**src/rtl/adaptive_paced_tx_queue_top_defines.svh**
```systemverilog
// ----------------------------------------------------------------------------
// adaptive paced transmit queue - assertion macros
// shared concurrent assertion forms, clocked on clk and disabled in reset
// ----------------------------------------------------------------------------
`ifndef ADAPTIVE_PACED_TX_QUEUE_TOP_DEFINES_SVH
`define ADAPTIVE_PACED_TX_QUEUE_TOP_DEFINES_SVH

// property checked at every rising edge outside reset
`define APTQ_ASSERT(lbl, prop, msg) \
    lbl: assert property (@(posedge clk) disable iff (!rst_n) prop) else $error(msg);

// condition that must never be seen outside reset
`define APTQ_NEVER(lbl, cond, msg) \
    `APTQ_ASSERT(lbl, !(cond), msg)

`endif

```
**src/rtl/aptq_pkg.sv**
```systemverilog
// ----------------------------------------------------------------------------
// aptq_pkg
// types, codes and constants of the adaptive paced transmit queue
// ----------------------------------------------------------------------------
package aptq_pkg;

    localparam int APTQ_QUEUE_DEPTH = 64;

    localparam int CFG_IDX_W  = 2;
    localparam int CFG_DATA_W = 16;
    localparam int SVC_W      = 21;

    // register indexes
    localparam logic [CFG_IDX_W-1:0] CFG_QUEUE_LIMIT   = 2'd0;
    localparam logic [CFG_IDX_W-1:0] CFG_HOLDOFF       = 2'd1;
    localparam logic [CFG_IDX_W-1:0] CFG_REGAIN_DELAY  = 2'd2;

    // reset values of the registers
    localparam logic [6:0]  QUEUE_LIMIT_RST  = 7'd64;
    localparam logic [15:0] HOLDOFF_RST      = 16'd100;
    localparam logic [15:0] REGAIN_DELAY_RST = 16'd200;

    // item kinds
    localparam logic [1:0] OP_ARRIVAL  = 2'd0;
    localparam logic [1:0] OP_FEEDBACK = 2'd1;
    localparam logic [1:0] OP_TICK     = 2'd2;

    // result kinds
    localparam logic [1:0] EV_NONE = 2'd0;
    localparam logic [1:0] EV_SENT = 2'd1;
    localparam logic [1:0] EV_DROP = 2'd2;

    localparam logic [7:0] SLOW_MAX = 8'd255;

    // floor(x / 10) = (x * RECIP_10) >> RECIP_SHIFT, exact for x below 2^26
    localparam logic [23:0] RECIP_10    = 24'hCCCCCD;
    localparam int          RECIP_SHIFT = 27;

    typedef struct packed {
        logic [1:0]  op;
        logic [15:0] pkt_tag;
        logic [15:0] duration;
        logic        queue_full_flag;
        logic        receiver_full_flag;
    } in_item_t;

    typedef struct packed {
        logic [1:0]       event_res;
        logic [15:0]      out_tag;
        logic [SVC_W-1:0] service_ticks;
        logic [7:0]       slowdown;
        logic [6:0]       queue_length;
    } out_item_t;

    // one result on its way through the service-time pipeline
    typedef struct packed {
        logic [1:0]  ev;
        logic [15:0] tag;
        logic [15:0] dur;
        logic [7:0]  slow;
        logic [6:0]  qlen;
    } svc_req_t;

    // status back from the service-time pipeline
    typedef struct packed {
        logic             load;
        logic [SVC_W-1:0] ticks;
        logic             start_pending;
    } svc_stat_t;

endpackage

```
**src/rtl/aptq_stream.sv**
```systemverilog
// ----------------------------------------------------------------------------
// aptq_stream
// valid/ready channel carrying one payload of type T per transaction
// ----------------------------------------------------------------------------
interface aptq_stream #(parameter type T = logic);

    logic valid;
    logic ready;
    T     data;

    modport source (output valid, output data, input ready);
    modport sink   (input valid, input data, output ready);

endinterface

```
**src/rtl/aptq_ram.sv**
```systemverilog
// ----------------------------------------------------------------------------
// aptq_ram
// generic single-write, single-read synchronous ram with registered read
// ----------------------------------------------------------------------------
module aptq_ram #(
    parameter int WIDTH = 32,
    parameter int DEPTH = 64
) (
    input  logic                     clk,
    input  logic                     we,
    input  logic [$clog2(DEPTH)-1:0] waddr,
    input  logic [WIDTH-1:0]         wdata,
    input  logic                     re,
    input  logic [$clog2(DEPTH)-1:0] raddr,
    output logic [WIDTH-1:0]         rdata
);

    logic [WIDTH-1:0] mem [DEPTH];
    logic [WIDTH-1:0] rdata_reg;

    always_ff @(posedge clk)
    begin
        if (we)
        begin
            mem[waddr] <= wdata;
        end
        // read data holds while no read is issued
        if (re)
        begin
            rdata_reg <= mem[raddr];
        end
    end

    assign rdata = rdata_reg;

endmodule

```
**src/rtl/aptq_svc.sv**
```systemverilog
// ----------------------------------------------------------------------------
// aptq_svc
// service-time pipeline: duration * slowdown, divide by ten, add and floor
// ----------------------------------------------------------------------------
module aptq_svc import aptq_pkg::*; (
    input  logic      clk,
    input  logic      rst_n,
    input  logic      adv,
    input  logic      req_valid,
    input  svc_req_t  req,
    output logic      res_valid,
    output out_item_t res,
    output svc_stat_t stat
);

    logic             sa_valid_reg;
    logic             sa_valid_next;
    svc_req_t         sa_reg;
    logic [23:0]      sa_prod_reg;
    logic [23:0]      sa_prod_next;

    logic             ob_valid_reg;
    logic             ob_valid_next;
    out_item_t        ob_reg;
    out_item_t        ob_next;

    logic [47:0]      quot_full;
    logic [SVC_W-1:0] quot;
    logic [SVC_W-1:0] ticks_sum;
    logic [SVC_W-1:0] ticks;

    // stage a: product of duration and slowdown
    assign sa_valid_next = req_valid;
    assign sa_prod_next  = 24'(req.dur) * 24'(req.slow);

    // stage b: reciprocal multiply for the tenths, add the duration, then floor to one
    always_comb
    begin
        quot_full = 48'(sa_prod_reg) * 48'(RECIP_10);
        quot      = SVC_W'(quot_full >> RECIP_SHIFT);
        ticks_sum = SVC_W'(sa_reg.dur) + quot;
        ticks     = (ticks_sum == '0) ? SVC_W'(1) : ticks_sum;
    end

    always_comb
    begin
        ob_valid_next           = sa_valid_reg;
        ob_next.event_res       = sa_reg.ev;
        ob_next.out_tag         = sa_reg.tag;
        ob_next.service_ticks   = (sa_reg.ev == EV_SENT) ? ticks : '0;
        ob_next.slowdown        = sa_reg.slow;
        ob_next.queue_length    = sa_reg.qlen;
    end

    always_ff @(posedge clk or negedge rst_n)
    begin
        if (!rst_n)
        begin
            sa_valid_reg <= 1'b0;
            ob_valid_reg <= 1'b0;
        end
        else if (adv)
        begin
            sa_valid_reg <= sa_valid_next;
            ob_valid_reg <= ob_valid_next;
        end
    end

    always_ff @(posedge clk)
    begin
        if (adv)
        begin
            sa_reg      <= req;
            sa_prod_reg <= sa_prod_next;
            ob_reg      <= ob_next;
        end
    end

    assign res_valid          = ob_valid_reg;
    assign res                = ob_reg;
    assign stat.start_pending = sa_valid_reg && (sa_reg.ev == EV_SENT);
    assign stat.load          = adv && stat.start_pending;
    assign stat.ticks         = ticks;

endmodule

```
**src/rtl/adaptive_paced_tx_queue_top.sv**
```systemverilog
// ----------------------------------------------------------------------------
// adaptive_paced_tx_queue_top
// transmit pacer with a bounded packet fifo held in a synchronous ram
// ----------------------------------------------------------------------------
//  channel   direction  payload      notes
//  in_ch     sink       in_item_t    arrival, feedback or tick, one per transaction
//  out_ch    source     out_item_t   exactly one result per input transaction
//  cfg_*     write      16-bit data  queue limit, holdoff, regain delay
//
//  one input transaction per cycle while no tick is held off and the output is not stalled;
//  a result passes the decode, stage a and output registers; a tick is held off after a
//  packet start, until the two-stage service-time multiply has written the busy count back
//  reset clears all control state at once; fifo ram contents are not cleared,
//  only entries already written are read
//  a stalled output freezes the whole pipeline, ram read data included
// ----------------------------------------------------------------------------
`include "adaptive_paced_tx_queue_top_defines.svh"

module adaptive_paced_tx_queue_top import aptq_pkg::*; #(
    parameter int QUEUE_DEPTH = APTQ_QUEUE_DEPTH
) (
    input  logic                  clk,
    input  logic                  rst_n,
    aptq_stream.sink              in_ch,
    aptq_stream.source            out_ch,
    input  logic                  cfg_we,
    input  logic [CFG_IDX_W-1:0]  cfg_index,
    input  logic [CFG_DATA_W-1:0] cfg_wdata
);

    localparam int AW = $clog2(QUEUE_DEPTH);
    localparam int CW = $clog2(QUEUE_DEPTH + 1);
    localparam int LW = (CW > 7) ? CW : 7;
    localparam int SW = CW + 1;

    // configuration registers
    logic [6:0]       qlimit_reg;
    logic [15:0]      holdoff_reg;
    logic [15:0]      regain_reg;

    // pacer state
    logic [CW-1:0]    count_reg,  count_next;
    logic [AW-1:0]    head_reg,   head_next;
    logic             busy_reg,   busy_next;
    logic [SVC_W-1:0] rem_reg,    rem_next;
    logic [7:0]       slow_reg,   slow_next;
    logic [31:0]      now_reg,    now_next;
    logic [31:0]      last_reg,   last_next;

    // decode stage towards the service-time pipeline
    logic             p1_valid_reg;
    svc_req_t         p1_reg,     p1_next;
    logic             p1_mem_reg, p1_mem_next;

    in_item_t         item;
    logic             in_acc;
    logic             adv;
    logic             pend;
    logic             hazard;

    logic [31:0]      elapsed;
    logic [7:0]       slow_rg;
    logic [SVC_W-1:0] rem_dec;
    logic [LW-1:0]    lim_ext;
    logic [LW-1:0]    cnt_ext;
    logic [LW-1:0]    depth_ext;
    logic [AW-1:0]    head_inc;
    logic [SW-1:0]    tail_sum;
    logic [AW-1:0]    waddr;

    logic             ram_we;
    logic             ram_re;
    logic [31:0]      ram_rdata;

    svc_req_t         req;
    svc_stat_t        svc_stat;
    logic             res_valid;
    out_item_t        res;

    assign item = in_ch.data;

    // whole pipeline moves when the output register is free or being taken
    assign adv    = !res_valid || out_ch.ready;
    // a start whose busy count is not yet written back blocks ticks only
    assign pend   = (p1_valid_reg && (p1_reg.ev == EV_SENT)) || svc_stat.start_pending;
    assign hazard = (item.op == OP_TICK) && pend;
    assign in_ch.ready = adv && !hazard;
    assign in_acc      = in_ch.valid && in_ch.ready;

    // limit above the depth acts as the depth
    assign depth_ext = LW'(QUEUE_DEPTH);
    assign lim_ext   = (LW'(qlimit_reg) > depth_ext) ? depth_ext : LW'(qlimit_reg);
    assign cnt_ext   = LW'(count_reg);

    // fifo pointers, wrapping at any depth
    assign head_inc = (head_reg == AW'(QUEUE_DEPTH - 1)) ? '0 : head_reg + AW'(1);
    assign tail_sum = SW'(head_reg) + SW'(count_reg);
    assign waddr    = (tail_sum >= SW'(QUEUE_DEPTH)) ? AW'(tail_sum - SW'(QUEUE_DEPTH))
                                                     : AW'(tail_sum);

    // per-item decision on the current state
    always_comb
    begin
        now_next    = (item.op == OP_TICK) ? now_reg + 32'd1 : now_reg;
        elapsed     = now_next - last_reg;
        // regain step runs on every item
        slow_rg     = ((elapsed >= 32'(regain_reg)) && (slow_reg > 8'd1)) ? slow_reg - 8'd1
                                                                          : slow_reg;
        rem_dec     = (rem_reg != '0) ? rem_reg - SVC_W'(1) : '0;

        count_next  = count_reg;
        head_next   = head_reg;
        busy_next   = busy_reg;
        rem_next    = rem_reg;
        slow_next   = slow_rg;
        last_next   = last_reg;
        ram_we      = 1'b0;
        ram_re      = 1'b0;
        p1_mem_next = 1'b0;
        p1_next.ev  = EV_NONE;
        p1_next.tag = '0;
        p1_next.dur = '0;

        unique case (item.op)
            OP_ARRIVAL:
            begin
                if (cnt_ext >= lim_ext)
                begin
                    p1_next.ev  = EV_DROP;
                    p1_next.tag = item.pkt_tag;
                end
                else if (busy_reg)
                begin
                    ram_we     = 1'b1;
                    count_next = count_reg + CW'(1);
                end
                else
                begin
                    // idle server means an empty fifo: the packet goes straight out
                    p1_next.ev  = EV_SENT;
                    p1_next.tag = item.pkt_tag;
                    p1_next.dur = item.duration;
                    busy_next   = 1'b1;
                    head_next   = head_inc;
                end
            end
            OP_FEEDBACK:
            begin
                if ((item.queue_full_flag || item.receiver_full_flag)
                    && (elapsed >= 32'(holdoff_reg)))
                begin
                    slow_next = (slow_rg < SLOW_MAX) ? slow_rg + 8'd1 : slow_rg;
                    last_next = now_next;
                end
            end
            OP_TICK:
            begin
                if (busy_reg)
                begin
                    rem_next = rem_dec;
                    if (rem_dec == '0)
                    begin
                        if (count_reg != '0)
                        begin
                            // head entry comes out of the ram next cycle
                            ram_re      = 1'b1;
                            p1_mem_next = 1'b1;
                            p1_next.ev  = EV_SENT;
                            head_next   = head_inc;
                            count_next  = count_reg - CW'(1);
                        end
                        else
                        begin
                            busy_next = 1'b0;
                        end
                    end
                end
            end
            default:
            begin
                // unused code: regain step only
            end
        endcase

        p1_next.slow = slow_next;
        p1_next.qlen = 7'(count_next);
    end

    // configuration writes
    always_ff @(posedge clk or negedge rst_n)
    begin
        if (!rst_n)
        begin
            qlimit_reg  <= QUEUE_LIMIT_RST;
            holdoff_reg <= HOLDOFF_RST;
            regain_reg  <= REGAIN_DELAY_RST;
        end
        else if (cfg_we)
        begin
            unique case (cfg_index)
                CFG_QUEUE_LIMIT:  qlimit_reg  <= cfg_wdata[6:0];
                CFG_HOLDOFF:      holdoff_reg <= cfg_wdata;
                CFG_REGAIN_DELAY: regain_reg  <= cfg_wdata;
                default:
                begin
                    // index beyond the list is ignored
                end
            endcase
        end
    end

    // pacer state
    always_ff @(posedge clk or negedge rst_n)
    begin
        if (!rst_n)
        begin
            count_reg <= '0;
            head_reg  <= '0;
            busy_reg  <= 1'b0;
            rem_reg   <= '0;
            slow_reg  <= '0;
            now_reg   <= '0;
            last_reg  <= '0;
        end
        else
        begin
            if (in_acc)
            begin
                count_reg <= count_next;
                head_reg  <= head_next;
                busy_reg  <= busy_next;
                slow_reg  <= slow_next;
                now_reg   <= now_next;
                last_reg  <= last_next;
            end
            // write-back of the scaled busy time wins; ticks are held off meanwhile
            if (svc_stat.load)
            begin
                rem_reg <= svc_stat.ticks;
            end
            else if (in_acc)
            begin
                rem_reg <= rem_next;
            end
        end
    end

    // decode stage register
    always_ff @(posedge clk or negedge rst_n)
    begin
        if (!rst_n)
        begin
            p1_valid_reg <= 1'b0;
        end
        else if (adv)
        begin
            p1_valid_reg <= in_acc;
        end
    end

    always_ff @(posedge clk)
    begin
        if (adv)
        begin
            p1_reg     <= p1_next;
            p1_mem_reg <= p1_mem_next;
        end
    end

    aptq_ram #(
        .WIDTH (32),
        .DEPTH (QUEUE_DEPTH)
    ) u_fifo_ram (
        .clk   (clk),
        .we    (ram_we && in_acc),
        .waddr (waddr),
        .wdata ({item.duration, item.pkt_tag}),
        .re    (ram_re && in_acc),
        .raddr (head_reg),
        .rdata (ram_rdata)
    );

    // popped entries take tag and duration from the ram
    always_comb
    begin
        req     = p1_reg;
        if (p1_mem_reg)
        begin
            req.tag = ram_rdata[15:0];
            req.dur = ram_rdata[31:16];
        end
    end

    aptq_svc u_svc (
        .clk       (clk),
        .rst_n     (rst_n),
        .adv       (adv),
        .req_valid (p1_valid_reg),
        .req       (req),
        .res_valid (res_valid),
        .res       (res),
        .stat      (svc_stat)
    );

    assign out_ch.valid = res_valid;
    assign out_ch.data  = res;

    `APTQ_NEVER(a_tick_on_pending, in_acc && (item.op == OP_TICK) && pend, "early tick")
    `APTQ_NEVER(a_idle_nonempty, !busy_reg && (count_reg != '0), "idle with packets queued")
    `APTQ_NEVER(a_count_bound, cnt_ext > depth_ext, "fifo count above depth")
    `APTQ_ASSERT(a_rem_loaded, (busy_reg && !pend) |-> (rem_reg != '0), "no ticks left")
    `APTQ_ASSERT(a_load_busy, svc_stat.load |-> busy_reg, "busy time written back while idle")

endmodule

```
**src/flat_wrapper.sv**
```systemverilog
// flat-port wrapper written by rule: the top's interface ports become plain ports
module adaptive_paced_tx_queue_top_flat import aptq_pkg::*;
#(
    parameter int QUEUE_DEPTH = APTQ_QUEUE_DEPTH
)
  (clk, rst_n, cfg_we, cfg_index, cfg_wdata, in_ch_valid, in_ch_data, in_ch_ready, out_ch_valid, out_ch_data, out_ch_ready);
  aptq_stream #(.T(in_item_t)) in_ch_i ();
  aptq_stream #(.T(out_item_t)) out_ch_i ();
  input  logic clk;
  input  logic rst_n;
  input  logic cfg_we;
  input  logic [CFG_IDX_W-1:0] cfg_index;
  input  logic [CFG_DATA_W-1:0] cfg_wdata;
  input wire logic [$bits(in_ch_i.valid)-1:0] in_ch_valid;
  input wire logic [$bits(in_ch_i.data)-1:0] in_ch_data;
  output wire logic [$bits(in_ch_i.ready)-1:0] in_ch_ready;
  output wire logic [$bits(out_ch_i.valid)-1:0] out_ch_valid;
  output wire logic [$bits(out_ch_i.data)-1:0] out_ch_data;
  input wire logic [$bits(out_ch_i.ready)-1:0] out_ch_ready;
  assign in_ch_i.valid = in_ch_valid;
  assign in_ch_i.data = in_ch_data;
  assign in_ch_ready = in_ch_i.ready;
  assign out_ch_valid = out_ch_i.valid;
  assign out_ch_data = out_ch_i.data;
  assign out_ch_i.ready = out_ch_ready;
  adaptive_paced_tx_queue_top #(.QUEUE_DEPTH(QUEUE_DEPTH)) u_core (.clk(clk), .rst_n(rst_n), .in_ch(in_ch_i), .out_ch(out_ch_i), .cfg_we(cfg_we), .cfg_index(cfg_index), .cfg_wdata(cfg_wdata));
endmodule
```
**config.mk**
```make
export PLATFORM = sky130hd
export DESIGN_NAME = adaptive_paced_tx_queue_top_flat
export DESIGN_NICKNAME = d
export VERILOG_FILES = /design/src/rtl/aptq_pkg.sv /design/src/rtl/aptq_stream.sv /design/src/rtl/aptq_ram.sv /design/src/rtl/aptq_svc.sv /design/src/rtl/adaptive_paced_tx_queue_top.sv /design/src/flat_wrapper.sv
export VERILOG_INCLUDE_DIRS = /design/src /design/src/rtl
export SDC_FILE = /design/constraint.sdc
export NUM_CORES = 2
export LEC_CHECK = 0
export ABC_CLOCK_PERIOD_IN_PS = 9800
export BUFFER_PORTS_ARGS = -buffer_cell sky130_fd_sc_hd__buf_4
export CAP_MARGIN = 0
export CORE_ASPECT_RATIO = 1.5
export CORE_MARGIN = 3
export CORE_UTILIZATION = 50
export DETAILED_ROUTE_END_ITERATION = 6
export MAX_ROUTING_LAYER = met4
export PLACE_DENSITY = 0.63
export SLEW_MARGIN = 10
export SYNTH_ARGS = -nofsm -noshare
export SYNTH_HDL_FRONTEND = slang
export SYNTH_SLANG_ARGS = --single-unit
```
**constraint.sdc**
```tcl
create_clock -name clk -period 9.8 [get_ports clk]
set_input_delay 0.98 -clock clk [delete_from_list [all_inputs] [get_ports clk]]
set_output_delay 0.98 -clock clk [all_outputs]
set_load 0.005 [all_outputs]
```
# After elaboration in Yosys (flattened, before gate mapping)
# Memories as Yosys holds them, arrays and structs flattened. A register that Yosys moved wholly into a read port is not among the register bits.
# Index checks and enable logic that the tools add are counted.
[op_classes]
n_mux = 46
n_mul = 2
reduce_logical = 33
order_cmp = 7
n_eq_ne = 12
addsub = 11
bitwise = 1
[ops]
columns = ["operator", "count"]
rows = [
  ["21-bit two-way mux", 6],
  ["32-bit by 16-bit greater-or-equal comparator with 1-bit output", 2],
  ["32-bit two-way mux", 2],
  ["24-bit by 24-bit multiplier with 48-bit output (second input constant)", 1],
  ["21-bit logical NOT", 2],
  ["6-bit two-way mux", 7],
  ["7-bit two-way mux", 6],
  ["33-bit two-way mux", 1],
  ["32-bit by 1-bit adder with 32-bit output (second input constant)", 1],
  ["8-bit two-way mux", 4],
  ["32-bit subtractor", 1],
  ["16-bit by 8-bit multiplier with 24-bit output", 1],
  ["16-bit by 21-bit adder with 21-bit output", 1],
  ["21-bit nonzero test", 1],
  ["21-bit by 1-bit subtractor with 21-bit output (second input constant)", 1],
  ["18-bit two-way mux", 1],
  ["7-bit one-hot mux with 2 select lines", 1],
  ["1-bit two-way mux", 13],
  ["6-bit one-hot mux with 2 select lines", 1],
  ["1-bit logical AND", 10],
  ["3-bit AND reduction", 3],
  ["6-bit by 7-bit adder with 8-bit output", 1],
  ["8-bit by 1-bit adder with 8-bit output (second input constant)", 1],
  ["2-bit by 1-bit equality test with 1-bit output (second input constant)", 4],
  ["26 further kinds", 40],
]
[word_totals]
elab_cells = 143
mem_count = 1
register_bits = 326
mem_bits_rw = 2048
out_inout_bits = 56
[memory_table]
columns = ["name", "depth", "width", "read_ports", "rd_clocked_by_memory_dff", "write_ports", "line_no", "text"]
rows = [
  ["u_core.u_fifo_ram.mem", 64, 32, 1, 1, 1, "aptq_ram.sv:18", "logic [WIDTH-1:0] mem [DEPTH];"],
]

# Logic depth before layout (Yosys ltp)
[depth]
depth_word = 10
depth_mapped = 40
mapped_depth_nobuf = 40

# Cells and area by module
# Synthesis repeated with hierarchy kept, for this count alone.
[hier_totals]
cells_unflattened = 6427
hier_area_um2 = 110701.2
[by_module_without_submodules]
columns = ["mod", "cells_each", "area_each_um2", "seq_area_each_um2", "n_inst"]
rows = [
  ["aptq_ram", 3324, 78835.6, 62459.9, 1],
  ["aptq_svc", 1719, 18804.3, 3863.7, 1],
  ["adaptive_paced_tx_queue_top", 1384, 13061.3, 5188.7, 1],
]

# Least setup slack after synthesis
# No wires, ideal clock.
[synth_path]
kind = "input to register"
startpoint = "input out_ch_ready"
endpoint = "register u_core.u_fifo_ram.rdata_reg[0], in the netlist u_core.u_fifo_ram.rdata[0] (read register of u_core.u_fifo_ram.mem) (enable)"
t_required_ns = 9.339
arrival_ns = 8.640
stages = 6
setup_time_ns = 0.461
path_buffers = 2
setup_slack_ns = 0.700
path_cell_list = "nand2b_1 > a21boi_0 > nand2_1 > clkbuf_1 > buf_1 > nor3_1"
[synth_between]
elab_chain_len = 4
[synth_rtl]
columns = ["item", "line_no", "text"]
rows = [
  ["from (decl)", "flat_wrapper.sv:19", "input wire logic [$bits(out_ch_i.ready)-1:0] out_ch_ready;"],
  ["1-bit logical OR", "adaptive_paced_tx_queue_top.sv:83", "assign adv = !res_valid || out_ch.ready;"],
  ["1-bit logical AND", "adaptive_paced_tx_queue_top.sv:87", "assign in_ch.ready = adv && !hazard;"],
  ["named net in_ch_ready", "flat_wrapper.sv:16", "output wire logic [$bits(in_ch_i.ready)-1:0] in_ch_ready;"],
  ["1-bit logical AND", "adaptive_paced_tx_queue_top.sv:88", "assign in_acc = in_ch.valid && in_ch.ready;"],
  ["1-bit logical AND", "adaptive_paced_tx_queue_top.sv:278", ".re (ram_re && in_acc),"],
  ["named net u_core.u_fifo_ram.re", "aptq_ram.sv:13", "input logic re,"],
  ["to (decl)", "aptq_ram.sv:19", "logic [WIDTH-1:0] rdata_reg;"],
]
# The timed path passes the listed nets, and every way through them passes these cells.
# A chain may end at the register's enable or synchronous reset.

# Final worst setup path
[layout_path]
startpoint = "register u_core.u_svc.sa_prod_reg[1]"
endpoint = "register u_core.u_svc.ob_reg (netlist bit u_core.u_svc.res[15]) (data pin)"
[layout_between]
elab_chain_len = 4
[layout_rtl]
columns = ["item", "line_no", "text"]
rows = [
  ["from (decl)", "aptq_svc.sv:19", "logic [23:0] sa_prod_reg;"],
  ["from (signal assigned)", "aptq_svc.sv:74", "sa_prod_reg <= sa_prod_next;"],
  ["24-bit by 24-bit multiplier with 48-bit output *", "aptq_svc.sv:39", "quot_full = 48'(sa_prod_reg) * 48'(RECIP_10);"],
  ["16-bit by 21-bit adder with 21-bit output *", "aptq_svc.sv:41", "ticks_sum = SVC_W'(sa_reg.dur) + quot;"],
  ["21-bit logical NOT", "aptq_svc.sv:42", "ticks = (ticks_sum == '0) ? SVC_W'(1) : ticks_sum;"],
  ["21-bit two-way mux *", "aptq_svc.sv:42", ""],
  ["to (signal assigned)", "aptq_svc.sv:75", "ob_reg <= ob_next;"],
  ["to (decl)", "aptq_svc.sv:24", "out_item_t ob_reg;"],
]
# Every way passes the cells marked *; elsewhere a longest branch is shown, timed or not.

==> impl_results.md <==
* Status: complete, no violations
* Initial Util at 0.503
* Core area at around 220000 um2
* Die Ht at 581 um
* Slew at the pin closest to its max-slew limit at 1.04 ns
* GRT Overall Usage at 0.248
* Drc violations at 0
* Final WL at approximately 270000 um
* Ranking of synthesized cells by area: edfxtp_1 62%, mux4_2 14%, fa_1 5.3%, ha_1 4.7%, dfrtp_1 3.2%
* # Max-Cap Violations at 0
* Asr flop ratio synth at 0.0619
* Multi-input logic area at between 30000 and 40000 um2
* Global placer's final weighted congestion at 0.917
* CTS Sinks at between 2000 and 2500
* Setup WS pre-CTS at -0.0543 ns
* FF-to-FF path depth at 37
* Synth area leader: edfxtp_1
* Final hold vios at 0
* Cell count after synthesis at approximately 6000
* First-pass GRT wire length at around 400000 um
* Final-layout fill cell count at roughly 17000
* Worst Path Arrival at roughly 9.9 ns
* Sequential Area at 71500 um2
* DR vias at approximately 56000
* Layout area overhead at 11.1%
* Post-DP HPWL at 172000 um
* Post-synthesis sequential area ratio at 0.650
* FF+latch count, synth at roughly 2400
* Worst-Skew Late Latency at 0.87 ns
* Setup crit start kind: flip-flop
* Fmax at roughly 0.11 GHz
* Clock buffer depth at 4
* Largest net degree at the start of global routing at roughly 150
* Vias/cell at roughly 6
* Clk_skew at 0.0480 ns
* RSZ-0062 raised after global routing: true
* HP Class: in2async
* IO Count at about 120
* Slowest CP cell: fa_1
* Crit path largest cell delay at 0.60 ns
* Die width at ~400 um
* H-tree lvl count at 4
* Crit path max fanout at 4
* Num CTS Buffers at ~220
* Cell Area, Synth at 110000 um2
* Final Max Tran Viols at 0
* Vias in the first global route at between 50000 and 60000
* Max FFs per register at ~2000
* Most used DFF post-synth: edfxtp_1
* Port bufs at 114
* YS warnings at 0
* Syn Nets at 6817
* Final nets at just over 7000
* Share of layout cells above drive strength 1 at 0.222
* DRT antenna net count at 0
* Yosys top cell area share at 0.616
* Initial antenna violation count at 12
* Setup-failing EPs final at 0
* Rows at between 200 and 250
* TritonRoute pass-1 iters at 7
* Max-slew headroom at 0.303
* Drt wl/cell at roughly 29 um
* Clock root buffer: clkbuf_16
* Setup ws final at 0.508 ns
* Distinct cells, synth at 90
* Die area at ~230000 um2
* EDFF count, synth at 2257
* CP required at a little over 10 ns
* GRT overflow at 0
* Worst Setup End Kind: flip-flop
* Final worst path period need at just over 9 ns
* CTS tree: yes
* Mean post-synth cell area at about 18 um2
* DR iter-0 viols at approximately 4500
* WS Path Type: reg2reg
* Clock slew at reported path FFs at about 0.06 ns
* Final period util at 0.948
==> cells in the mapped netlist, drive strengths merged (9+ instances only) <==
cell type,n
nand4,38
a31oi,18
nor4,15
dfrtp,142
and3,56
mux4,672
nand3,49
clkbuf,167
a21boi,12
ha,415
a21o,59
o211ai,11
mux2,84
nand3b,10
fa,289
o21a,18
edfxtp,2257
o22ai,12
xor2,85
nor2,244
nor2b,30
xnor2,111
and2,80
a211oi,20
nand2,203
a21oi,138
buf,52
nor3,50
inv,472
or3,9
o21ai,98
nand2b,21
==> layer usage <==
layer,part of all wire,track usage,routed length [um],up-vias
li1,-,-,-,24100
met4,0.026,0.0631,7030,0
met5,0,-,0,-
met1,0.38,0.298,101000,29900
met2,0.55,0.445,148000,1547
met3,0.047,0.0276,12700,415
==> cell usage in the layout, fill, tap and decap left out, drive strengths merged, types with 56 or more instances in the layout <==
cell	instances
o21ai	98
inv	478
a21o	59
dfrtp	142
ha	415
a21oi	138
edfxtp	2257
nor2	244
clkinv	76
buf	266
mux4	672
xor2	85
clkbuf	280
fa	289
xnor2	111
mux2	84
nand2	203
and3	56
and2	80
==> logic make-up (layout without fill, tap and decap cells) <==
group / count (synthesis) / after routing / share of synthesized area
flip-flops: 2406 / 2406 / 0.650
AND/OR/NAND/NOR: 843 / 843 / 0.0378
multiplexers: 760 / 760 / 0.147
adder cells (fa/ha/maj): 704 / 704 / 0.0998
buffers and inverters: 691 / 1126 / 0.0237
AO/OA/AOI/OAI: 453 / 453 / 0.0263
XOR/XNOR: 197 / 197 / 0.0159
other: 0 / 5 / 0
==> worst paths after layout <==
path / startpoint / endpoint / slack, ns
max: u_core.u_svc.sa_prod_reg[1] / u_core.u_svc.res[15] / 0.51
min: rst_n / u_core.last_reg[24] / 0.16
max reg2reg: u_core.u_svc.sa_prod_reg[1] / u_core.u_svc.res[15] / 0.51
min reg2reg: u_core.p1_reg[6] / u_core.u_svc.ob_next[6] / 0.42
max in group asynchronous: rst_n / u_core.head_reg[0] / 8.04
min in group clk: cfg_wdata[10] / u_core.holdoff_reg[10] / 0.39
==> per-stage QoR <==
step / utilization / setup TNS (ns) / cells / hold WS [ns] / area [um2]
finish: 0.559 / 0 / 9356 / 0.160 / 122000
global route: 0.559 / -0.125 / 9355 / 0.189 / 122000
CTS: 0.559 / 0 / 9349 / 0.136 / 122000
detailed placement: 0.528 / -0.103 / 8961 / 0.405 / 115000
global placement: 0.528 / 0 / 8961 / 0.401 / 115000
floorplan: - / 0 / 6054 / 0.400 / 110000
==> final cells by class <==
type,instances,area share
Sequential cell,2406,0.585
Antenna cell,5,0.000102
Tap cell,2862,0.0293
Timing Repair Buffer,266,0.0168
Clock inverter,108,0.00757
Clock buffer,280,0.0482
Multi-Input combinational cell,2957,0.299
Inverter,472,0.0145
==> worst max-delay path: cells and delay by family, from the launching register on <==
| family | cells | cell delay (ns) |
|---|---|---|
| buf+inv | 3 | 0.26 |
| xor+xnor | 2 | 0.38 |
| simple gates | 9 | 1.08 |
| flops | 1 | 0.45 |
| fa+ha+maj | 9 | 3.65 |
| compound gates | 14 | 3.18 |
==> what timing repair did <==
item                       CTS  global route
setup buffers                0             2
setup endpoints to repair    2             5
hold buffers                 0             0
pin swaps                    0             0
resized for setup            1            17
Power is not shown: default switching activity piles up to over one toggle a cycle in this logic, so the estimate is an artifact.
